===== src/sv/xmov_pkg.sv =====
// ----------------------------------------------------------------------------
// xmov_pkg
// Shared types, opcode constants and field helpers for the MOV byte decoder.
// ----------------------------------------------------------------------------
`timescale 1ns / 1ps
`default_nettype none

package xmov_pkg;

    typedef enum logic [1:0] {
        KIND_RM_REG  = 2'd0,
        KIND_IMM_RM  = 2'd1,
        KIND_IMM_REG = 2'd2,
        KIND_UNKNOWN = 2'd3
    } kind_t;

    localparam logic [7:0] OP_RM_REG   = 8'b1000_1000;
    localparam logic [7:0] OP_IMM_RM   = 8'b1100_0110;
    localparam logic [7:0] OP_IMM_REG  = 8'b1011_0000;
    localparam logic [7:0] MASK_RM_REG = 8'b1111_1100;
    localparam logic [7:0] MASK_IMM_RM = 8'b1111_1110;
    localparam logic [7:0] MASK_IMM_RG = 8'b1111_0000;

    localparam logic [1:0] MOD_MEM     = 2'd0;
    localparam logic [1:0] MOD_DISP8   = 2'd1;
    localparam logic [1:0] MOD_DISP16  = 2'd2;
    localparam logic [2:0] RM_DIRECT   = 3'd6;

    typedef struct packed {
        kind_t       kind;
        logic        direction;
        logic        wide;
        logic [1:0]  mode_field;
        logic [2:0]  reg_field;
        logic [2:0]  rm_field;
        logic [15:0] displacement;
        logic [15:0] immediate;
        logic [2:0]  length;
    } result_t;

    function automatic kind_t classify(input logic [7:0] b);
        kind_t k;
        if ((b & MASK_RM_REG) == OP_RM_REG) begin
            k = KIND_RM_REG;
        end
        else if ((b & MASK_IMM_RM) == OP_IMM_RM) begin
            k = KIND_IMM_RM;
        end
        else if ((b & MASK_IMM_RG) == OP_IMM_REG) begin
            k = KIND_IMM_REG;
        end
        else begin
            k = KIND_UNKNOWN;
        end
        return k;
    endfunction

    function automatic logic [1:0] disp_bytes(input logic [7:0] modrm);
        logic [1:0] n;
        case (modrm[7:6])
            MOD_MEM:    n = (modrm[2:0] == RM_DIRECT) ? 2'd2 : 2'd0;
            MOD_DISP8:  n = 2'd1;
            MOD_DISP16: n = 2'd2;
            default:    n = 2'd0;
        endcase
        return n;
    endfunction

endpackage

`default_nettype wire


===== src/sv/xmov_decode.sv =====
// ----------------------------------------------------------------------------
// xmov_decode
// Instruction position tracking and field capture; flags a finished
// instruction and presents its decoded fields in the same cycle.
// ----------------------------------------------------------------------------
`timescale 1ns / 1ps
`default_nettype none

module xmov_decode (
    input  wire logic             clk,
    input  wire logic             rst_n,
    input  wire logic             accept,
    input  wire logic [7:0]       code_byte,
    output logic                  done,
    output xmov_pkg::result_t     result
);
    import xmov_pkg::*;

    logic [2:0]  pos_reg, pos_next;
    logic [7:0]  opcode_reg, opcode_next;
    logic [7:0]  modrm_reg, modrm_next;
    logic [15:0] disp_reg, disp_next;
    logic [15:0] imm_reg, imm_next;
    logic [2:0]  exp_len_reg, exp_len_next;

    kind_t       first_kind;
    kind_t       cur_kind;
    logic [1:0]  new_disp_n;
    logic [1:0]  old_disp_n;
    logic [2:0]  idx;
    logic [2:0]  pos_inc;
    logic        hi_sel;

    assign first_kind = classify(code_byte);
    assign cur_kind   = classify(opcode_reg);
    assign new_disp_n = disp_bytes(code_byte);
    assign old_disp_n = disp_bytes(modrm_reg);
    assign idx        = pos_reg - 3'd2;
    assign pos_inc    = pos_reg + 3'd1;
    assign hi_sel     = (idx < {1'b0, old_disp_n}) ? idx[0] : (idx[0] ^ old_disp_n[0]);

    always_comb
    begin
        pos_next     = pos_reg;
        opcode_next  = opcode_reg;
        modrm_next   = modrm_reg;
        disp_next    = disp_reg;
        imm_next     = imm_reg;
        exp_len_next = exp_len_reg;
        done         = 1'b0;
        result       = '0;

        if (accept) begin
            if (pos_reg == 3'd0) begin
                opcode_next = code_byte;
                modrm_next  = '0;
                disp_next   = '0;
                imm_next    = '0;
                if (first_kind == KIND_UNKNOWN) begin
                    exp_len_next  = 3'd1;
                    done          = 1'b1;
                    result.kind   = KIND_UNKNOWN;
                    result.length = 3'd1;
                end
                else begin
                    exp_len_next = (first_kind == KIND_IMM_REG) ?
                                   3'd2 + {2'b00, code_byte[3]} : 3'd2;
                    pos_next     = 3'd1;
                end
            end
            else begin
                if (cur_kind == KIND_IMM_REG) begin
                    if (pos_reg == 3'd1) begin
                        imm_next = {8'h00, code_byte};
                    end
                    else begin
                        imm_next = {code_byte, imm_reg[7:0]};
                    end
                end
                else if (pos_reg == 3'd1) begin
                    modrm_next   = code_byte;
                    exp_len_next = 3'd2 + {1'b0, new_disp_n};
                    if (cur_kind == KIND_IMM_RM) begin
                        exp_len_next = exp_len_next + 3'd1 + {2'b00, opcode_reg[0]};
                    end
                end
                else if (idx < {1'b0, old_disp_n}) begin
                    if (hi_sel) begin
                        disp_next = {code_byte, disp_reg[7:0]};
                    end
                    else begin
                        disp_next = {disp_reg[15:8], code_byte};
                    end
                end
                else begin
                    if (hi_sel) begin
                        imm_next = {code_byte, imm_reg[7:0]};
                    end
                    else begin
                        imm_next = {imm_reg[15:8], code_byte};
                    end
                end

                pos_next = pos_inc;
                if (pos_inc >= exp_len_next) begin
                    pos_next         = 3'd0;
                    done             = 1'b1;
                    result.kind      = cur_kind;
                    result.immediate = imm_next;
                    result.length    = exp_len_next;
                    unique case (cur_kind)
                        KIND_IMM_REG:
                        begin
                            result.wide      = opcode_reg[3];
                            result.reg_field = opcode_reg[2:0];
                        end
                        KIND_RM_REG, KIND_IMM_RM:
                        begin
                            result.direction    = (cur_kind == KIND_RM_REG) ? opcode_reg[1] : 1'b0;
                            result.wide         = opcode_reg[0];
                            result.mode_field   = modrm_next[7:6];
                            result.reg_field    = modrm_next[5:3];
                            result.rm_field     = modrm_next[2:0];
                            result.displacement = disp_next;
                        end
                        default:
                        begin
                            result.length = 3'd1;
                        end
                    endcase
                end
            end
        end
    end

    always_ff @(posedge clk or negedge rst_n)
    begin
        if (!rst_n) begin
            pos_reg     <= '0;
            opcode_reg  <= '0;
            modrm_reg   <= '0;
            disp_reg    <= '0;
            imm_reg     <= '0;
            exp_len_reg <= '0;
        end
        else begin
            pos_reg     <= pos_next;
            opcode_reg  <= opcode_next;
            modrm_reg   <= modrm_next;
            disp_reg    <= disp_next;
            imm_reg     <= imm_next;
            exp_len_reg <= exp_len_next;
        end
    end

endmodule

`default_nettype wire


===== src/sv/xmov_out_stage.sv =====
// ----------------------------------------------------------------------------
// xmov_out_stage
// Result register toward the output channel; takes a new beat whenever
// the held one is empty or leaving.
// ----------------------------------------------------------------------------
`timescale 1ns / 1ps
`default_nettype none

module xmov_out_stage (
    input  wire logic             clk,
    input  wire logic             rst_n,
    input  wire logic             load,
    input  wire xmov_pkg::result_t result_in,
    output logic                  can_take,
    output logic                  out_valid,
    input  wire logic             out_ready,
    output xmov_pkg::result_t     result_out
);
    import xmov_pkg::*;

    logic    valid_reg, valid_next;
    result_t res_reg;

    assign can_take   = !valid_reg || out_ready;
    assign out_valid  = valid_reg;
    assign result_out = res_reg;

    always_comb
    begin
        valid_next = valid_reg;
        if (can_take) begin
            valid_next = load;
        end
    end

    always_ff @(posedge clk or negedge rst_n)
    begin
        if (!rst_n) begin
            valid_reg <= 1'b0;
        end
        else begin
            valid_reg <= valid_next;
        end
    end

    // hold payload until the beat leaves
    always_ff @(posedge clk)
    begin
        if (can_take && load) begin
            res_reg <= result_in;
        end
    end

endmodule

`default_nettype wire


===== src/sv/x86_mov_byte_stream_decoder.sv =====
// ----------------------------------------------------------------------------
// x86_mov_byte_stream_decoder
// Byte-serial decoder for the three 8086 MOV forms plus unknown opcodes.
// ----------------------------------------------------------------------------
// Result: valid in the cycle after the last byte of an instruction is accepted.
// Throughput: one code byte per cycle; the single result register sets it,
// stalling input only while a result waits for out_ready.
// Reset: asynchronous; clears the byte position (expecting an opcode),
// all captured fields and the result valid flag.
`timescale 1ns / 1ps
`default_nettype none

module x86_mov_byte_stream_decoder (
    input  wire logic        clk,
    input  wire logic        rst_n,
    input  wire logic        in_valid,
    output logic             in_ready,
    input  wire logic [7:0]  code_byte,
    output logic             out_valid,
    input  wire logic        out_ready,
    output logic [1:0]       kind,
    output logic             direction,
    output logic             wide,
    output logic [1:0]       mode_field,
    output logic [2:0]       reg_field,
    output logic [2:0]       rm_field,
    output logic [15:0]      displacement,
    output logic [15:0]      immediate,
    output logic [2:0]       length
);
    import xmov_pkg::*;

    logic    accept;
    logic    done;
    result_t dec_res;
    result_t out_res;

    assign accept = in_valid && in_ready;

    xmov_decode u_decode (
        .clk       (clk),
        .rst_n     (rst_n),
        .accept    (accept),
        .code_byte (code_byte),
        .done      (done),
        .result    (dec_res)
    );

    xmov_out_stage u_out (
        .clk        (clk),
        .rst_n      (rst_n),
        .load       (done),
        .result_in  (dec_res),
        .can_take   (in_ready),
        .out_valid  (out_valid),
        .out_ready  (out_ready),
        .result_out (out_res)
    );

    assign kind         = out_res.kind;
    assign direction    = out_res.direction;
    assign wide         = out_res.wide;
    assign mode_field   = out_res.mode_field;
    assign reg_field    = out_res.reg_field;
    assign rm_field     = out_res.rm_field;
    assign displacement = out_res.displacement;
    assign immediate    = out_res.immediate;
    assign length       = out_res.length;

    a_len_range: assert property (@(posedge clk) disable iff (!rst_n)
        out_valid |-> (length >= 3'd1 && length <= 3'd6))
        else $error("result length out of range");

    a_unknown_len: assert property (@(posedge clk) disable iff (!rst_n)
        (out_valid && kind == KIND_UNKNOWN) |-> (length == 3'd1 && immediate == 16'h0000))
        else $error("unknown opcode result malformed");

    a_imm_reg_fields: assert property (@(posedge clk) disable iff (!rst_n)
        (out_valid && kind == KIND_IMM_REG) |->
        (mode_field == 2'd0 && rm_field == 3'd0 && displacement == 16'h0000))
        else $error("immediate-to-register carries memory fields");

    a_rm_reg_no_imm: assert property (@(posedge clk) disable iff (!rst_n)
        (out_valid && kind == KIND_RM_REG) |-> (immediate == 16'h0000))
        else $error("register/memory move carries an immediate");

endmodule

`default_nettype wire


===== config.mk =====
export PLATFORM = sky130hd
export DESIGN_NAME = x86_mov_byte_stream_decoder
export DESIGN_NICKNAME = d
export VERILOG_FILES = /design/src/sv/xmov_pkg.sv /design/src/sv/xmov_decode.sv /design/src/sv/xmov_out_stage.sv /design/src/sv/x86_mov_byte_stream_decoder.sv
export SDC_FILE = /design/constraint.sdc
export NUM_CORES = 1
export LEC_CHECK = 0
export BUFFER_PORTS_ARGS = -buffer_cell sky130_fd_sc_hd__buf_2
export CORE_MARGIN = 2
export CORE_UTILIZATION = 45
export CTS_CLUSTER_SIZE = 10
export DETAILED_ROUTE_END_ITERATION = 10
export PLACE_DENSITY_LB_ADDON = 0.15
export SYNTH_ARGS = -nofsm -noshare
export SYNTH_HDL_FRONTEND = slang
export SYNTH_SLANG_ARGS = --single-unit

===== constraint.sdc =====
create_clock -name clk -period 5.2 [get_ports clk]
set_input_delay 0.26 -clock clk [delete_from_list [all_inputs] [get_ports clk]]
set_output_delay 0.26 -clock clk [all_outputs]
set_load 0.1 [all_outputs]

* After elaboration in Yosys (flattened, before gate mapping)
Cells that the tools add are included.
Storage, ports and cells: flip-flop bits (word level) 102, bits in latches 0, bits in writable memories 0, memory bits (read-only) 0, input port bits 12, output and inout port bits 49, word-level logic and storage cells 114, memories 0
Cells by class: add/sub/neg operators 6, multipliers 0, div/mod/pow operators 0, magnitude comparators 2, equal/unequal tests 18, shifts and indexed selects 0, muxes and demuxes 52, bitwise operators 5, reductions and logical operators 15
Operators by type and width (number):
- two-way mux 16 bit | 11
- two-way mux 47 bit | 1
- two-way mux 3 bit | 13
- two-way mux 8 bit | 3
- two-way mux 19 bit | 1
- two-way mux 2 bit | 9
- == test 7 bit, second input constant | 2
- == test 6 bit, second input constant | 2
- case mux 2 bit (3 select lines) | 2
- == test 2 bit, second input constant | 5
- two-way mux 1 bit | 10
- == test 4 bit, second input constant | 2
- adder 3 x 1 -> 3 bit, second input constant | 2
- == test 2 x 1 -> 1 bit, second input constant | 3
- == test 3 bit, second input constant | 2
- zero test 2 bit | 3
- case mux 3 bit (2 select lines) | 1
- OR reduction 3 bit | 2
- OR reduction 5 bit | 1
- inverter 1 bit | 4
- AND reduction 2 bit | 2
- OR reduction 4 bit | 1
- adder 2 x 1 -> 3 bit, first input constant | 1
- adder 2 x 2 -> 3 bit, first input constant | 1
- 13 further kinds | 14

* Longest topological paths before layout
depth after elaboration 16, mapped depth 15, mapped depth without buffers 13

* Modules after synthesis
Synthesis repeated with hierarchy kept, for this count alone.
Second synthesis, totals: cells, all modules 448, area total of the unflattened synthesis 5026.1 sq um
By module, submodules not included:
- xmov_decode | instances 1, cells an instance 396, area an instance 3554.7 sq um, seq. area each 1351.3 sq um
- xmov_out_stage | instances 1, cells an instance 51, area an instance 1465.2 sq um, seq. area each 1436.4 sq um
- x86_mov_byte_stream_decoder | instances 1, cells an instance 1, area an instance 6.3 sq um, seq. area each 0.0 sq um

* Least setup slack after synthesis
Ideal clock, no wire load.
kind register to register, start point register u_decode.pos_reg[1], end point register u_out.res_reg, in the netlist u_out.result_out[0] (enable), setup time 401 ps, arrival time 3325 ps, required time 4799 ps, path slack 1474 ps, stages on the path, launching flop included 15, buffers on the path 1, clock period less this slack 3726 ps, cells stage by stage dfrtp_1 inv_1 ha_1 nor2b_1 and2_1 buf_2 o21ai_0 o22ai_1 inv_1 ha_1 nand2b_1 a211o_1 o211ai_1 a21boi_2 inv_1
On the way: word-level cells in the longest chain between the ends 10, elaborated cells on any way between the ends 12, classes of those cells add/sub: 1; order compare: 1; eq/ne: 1; mux: 7; reduce/logical: 2
RTL lines:
- start: declaration | RTL line xmov_decode.sv:19 | logic [2:0] pos_reg, pos_next;
- start signal: assignment | RTL line xmov_decode.sv:147 | pos_reg <= pos_next;
- == test 3 x 1 -> 1 bit | RTL line xmov_decode.sv:80 | else if (pos_reg == 3'd1) begin
- two-way mux 3 bit | RTL line xmov_decode.sv:80
- two-way mux 3 bit | RTL line xmov_decode.sv:72 | if (cur_kind == KIND_IMM_REG) begin
- two-way mux 3 bit | RTL line xmov_decode.sv:54 | if (pos_reg == 3'd0) begin
- two-way mux 3 bit | RTL line xmov_decode.sv:53 | if (accept) begin
- >= comparator 3 bit | RTL line xmov_decode.sv:105 | if (pos_inc >= exp_len_next) begin
- two-way mux 1 bit | RTL line xmov_decode.sv:105
- two-way mux 1 bit * | RTL line xmov_decode.sv:54
- two-way mux 1 bit * | RTL line xmov_decode.sv:53
- logical AND 1 bit * | RTL line xmov_out_stage.sv:49 | if (can_take && load) begin
- end signal: assignment | RTL line xmov_out_stage.sv:50 | res_reg <= result_in;
- end: declaration | RTL line xmov_out_stage.sv:22 | result_t res_reg;
Every way passes the cells marked *; elsewhere a longest branch is shown, timed or not. The select of a mux whose other input is x is not followed. A chain may end at the register's enable or synchronous reset.

* Final worst setup path
start point register u_decode.pos_reg[1], end point register u_out.res_reg, in the netlist u_out.result_out[14] (enable)
Same word-level chain as after synthesis.

==> results by group <==
STA
  – Final Slew Violations: 0
  – Setup TNS: 0 ps
  – Final setup vio count: 0
  – Worst slew pin tran: 1097 ps
  – Tmin final: 4340 ps
  – Final Hold Viols: 0
  – Post-route clock period utilization: 83.46%
  – Final Skew: between 10 and 15 ps
  – Slew HR: a little over a quarter
  – Fmax achieved: 230.4 MHz
  – RSZ-0062 raised after global routing: false
  – Final worst setup slack: 860.2 ps

Yosys
  – Synth warn: 0
  – Top post-synthesis cells by area: edfxtp_1 30%, dfrtp_1 30%, a22o_1 9.2%
  – Post-synth EDFFs: between 40 and 50
  – Area leader, netlist: edfxtp_1
  – Synthesized Nets: 388
  – Top cells by count, synth: 55 x dfrtp_1, 49 x a22o_1, 47 x edfxtp_1, 32 x nor2_1, 27 x mux2i_1
  – Post-synthesis register bit count: 102
  – Yosys cell types: 52
  – Most frequent cell after synthesis: dfrtp_1
  – Avg Cell Area, Syn: between 10 and 15 µm²
  – Ys flop type: dfrtp_1
  – Post-synthesis sequential area ratio: 59.84%
  – Cells after Synth: between 300 and 400
  – Async S/R FF share, synth: 53.92%
  – Synth top area share: 30.30%
  – Mapped Area: around 4700 µm²

Clock network
  – # resized after CTS: 0
  – Htree depth: 3
  – Clock Pin Slew Worst Setup and Hold Paths: ~100 ps
  – Hold buffers post-CTS: 0
  – Clk Latency, worst-skew pair: 360 ps
  – Setup Buffers After CTS: 0
  – Root Driver: clkbuf_8
  – CTS Sinks: between 100 and 150
  – CTS Buffer Depth: 2
  – CTS tree: yes
  – Num CTS Buffers: 9

Floorplanning
  – Row count: 37
  – Core area: around 10000 µm²
  – Die width: about 110 µm
  – Die area: 11180 µm²
  – Initial core utilization: a little under half
  – Die height: 105.7 µm
  – # IOs: roughly 60

Critical path
  – Crit path kind: reg2reg
  – Worst R2R Start: u_decode.pos_reg[1]
  – R2r endpoint: u_out.result_out[14]
  – CP Capture Type: flip-flop
  – Crit-path max FO: 27
  – Critical Path RT: about 5300 ps
  – Crit-path cells: inv_1, ha_1, nor2b_1, and2_1, o21ai_0, o22ai_1, inv_1, ha_1, nand2b_1, a211o_1, o211ai_1, a21boi_2, inv_2, buf_12
  – Delay of the slowest cell on the worst path: about 500 ps
  – R2R depth: 14
  – Crit path arrival time: 4450 ps
  – Slowest CP cell: o211ai_1
  – Crit start category: flip-flop
  – Crit path from: u_decode.pos_reg[1]
  – Worst R2R Setup Slack: 860 ps

Global route
  – Largest net degree at the start of global routing: 56
  – Initial antenna violation count: 0
  – Total gr overflow: 0
  – First-pass GRT wire length: between 15 and 20 mm
  – GR Util All Layers: between 10% and 20%
  – Vias in the first global route: 3042

Route
  – Routed WL per cell: 18.48 µm
  – DR iter-0 viols: 156
  – Avg Vias per Cell: between 5 and 6
  – Remaining DRCs: 0
  – DRT antenna net count: 0
  – DR pass1 iterations: 4
  – DR vias: 3072
  – Post-Route WL: about 10 mm

Outcome
  – Status: completed

Placed design
  – Port buffer count: 60
  – Routability cong.: roughly 0.85
  – DP Wirelength: ~6.7 mm
  – Place WS: slightly above 900 ps

Hold path
  – Tightest Hold Check Type: in2async

Cells and area
  – Footprint of the multi-input gates: between 1500 and 2000 µm²
  – Number of fill cells: roughly 940
  – Final #Nets: 440
  – P&R area growth vs syn: 12.49%
  – Ratio of cells with drive above 1 in the final layout: roughly 23%
  – Max FFs per register: between 40 and 50
  – FF/Latch Area: around 2800 µm²
  – # diodes: 0

Job
  – Max-Cap Viols: 0
## metrics by stage
stage	std cells	instance area (µm²)	util (%)	hold WS [ps]
finish	559	5240	51.45	18.83
global route	559	5240	51.45	84.53
CTS	559	5240	51.45	53.33
detailed placement	543	5050	49.58	451.5
global placement	543	5050	49.58	449.4
floorplan	366	4658	-	-35.59
## routing by layer
metal | wire length, µm | up-vias | global-route usage (%)
met4 | 123 | 0 | 5.357
met3 | 579 | 10 | 3.587
met5 | 0 | - | 0
met2 | 4919 | 86 | 31.24
li1 | - | 1469 | -
met1 | 4706 | 1507 | 26.55
## kinds of logic after synthesis
group                      synth area share (%)
DFF                                       59.84
AOI/OAI and AO/OA                         16.30
and+or+nand+nor                           10.21
muxes                                     7.494
buffers and inverters                     3.089
adders and majority gates                 2.686
xor gates and xnor gates                 0.3761
## cell usage in the layout, fill, tap and decap left out, types with 3 or more instances in the layout
cell,n
dfrtp_1,55
nand2_1,24
nand3b_1,3
clkbuf_8,9
a22o_1,49
a21oi_1,7
ha_1,10
a21o_1,3
mux2i_1,27
nor2_1,32
nand4b_1,3
and2_1,4
inv_1,7
o2bb2ai_1,3
nand3_1,4
buf_2,60
o211ai_1,3
nand2b_1,5
nor2b_1,4
mux2_2,7
o22ai_1,3
edfxtp_1,47
o21ai_0,11
## layout make-up
type / count / area share [%]
multi-input combinational: 234 / 32.95
clock buffer: 10 / 2.436
sequential: 102 / 53.20
clock inverter: 6 / 1.194
tap: 136 / 3.247
timing repair buffer: 63 / 6.399
inverter: 8 / 0.5731
## worst max-delay path: cells and delay by family (launching register included)
family	cells	cell delay, ps
buffers and inverters	4	690
AND/OR/NAND/NOR	3	930
AO/OA/AOI/OAI	5	1590
adder cells (fa/ha/maj)	2	460
flip-flops	1	430
## how the worst max path moves through the flow
| stage | cells past startpoint | slack [ps] | endpoint |
|---|---|---|---|
| finish | 14 | 860 | u_out.result_out[14] |
| global route | 14 | 530 | u_out.result_out[18] |
| global placement | 14 | 1130 | u_out.result_out[19] |
| detailed placement | 14 | 920 | u_out.result_out[19] |
| floorplan | 14 | 1470 | u_out.result_out[0] |
| CTS | 14 | 890 | u_out.result_out[14] |
Power is left out: the tool's default activity adds up to more than one toggle a clock period on the data nets, which glitch-free logic cannot reach.
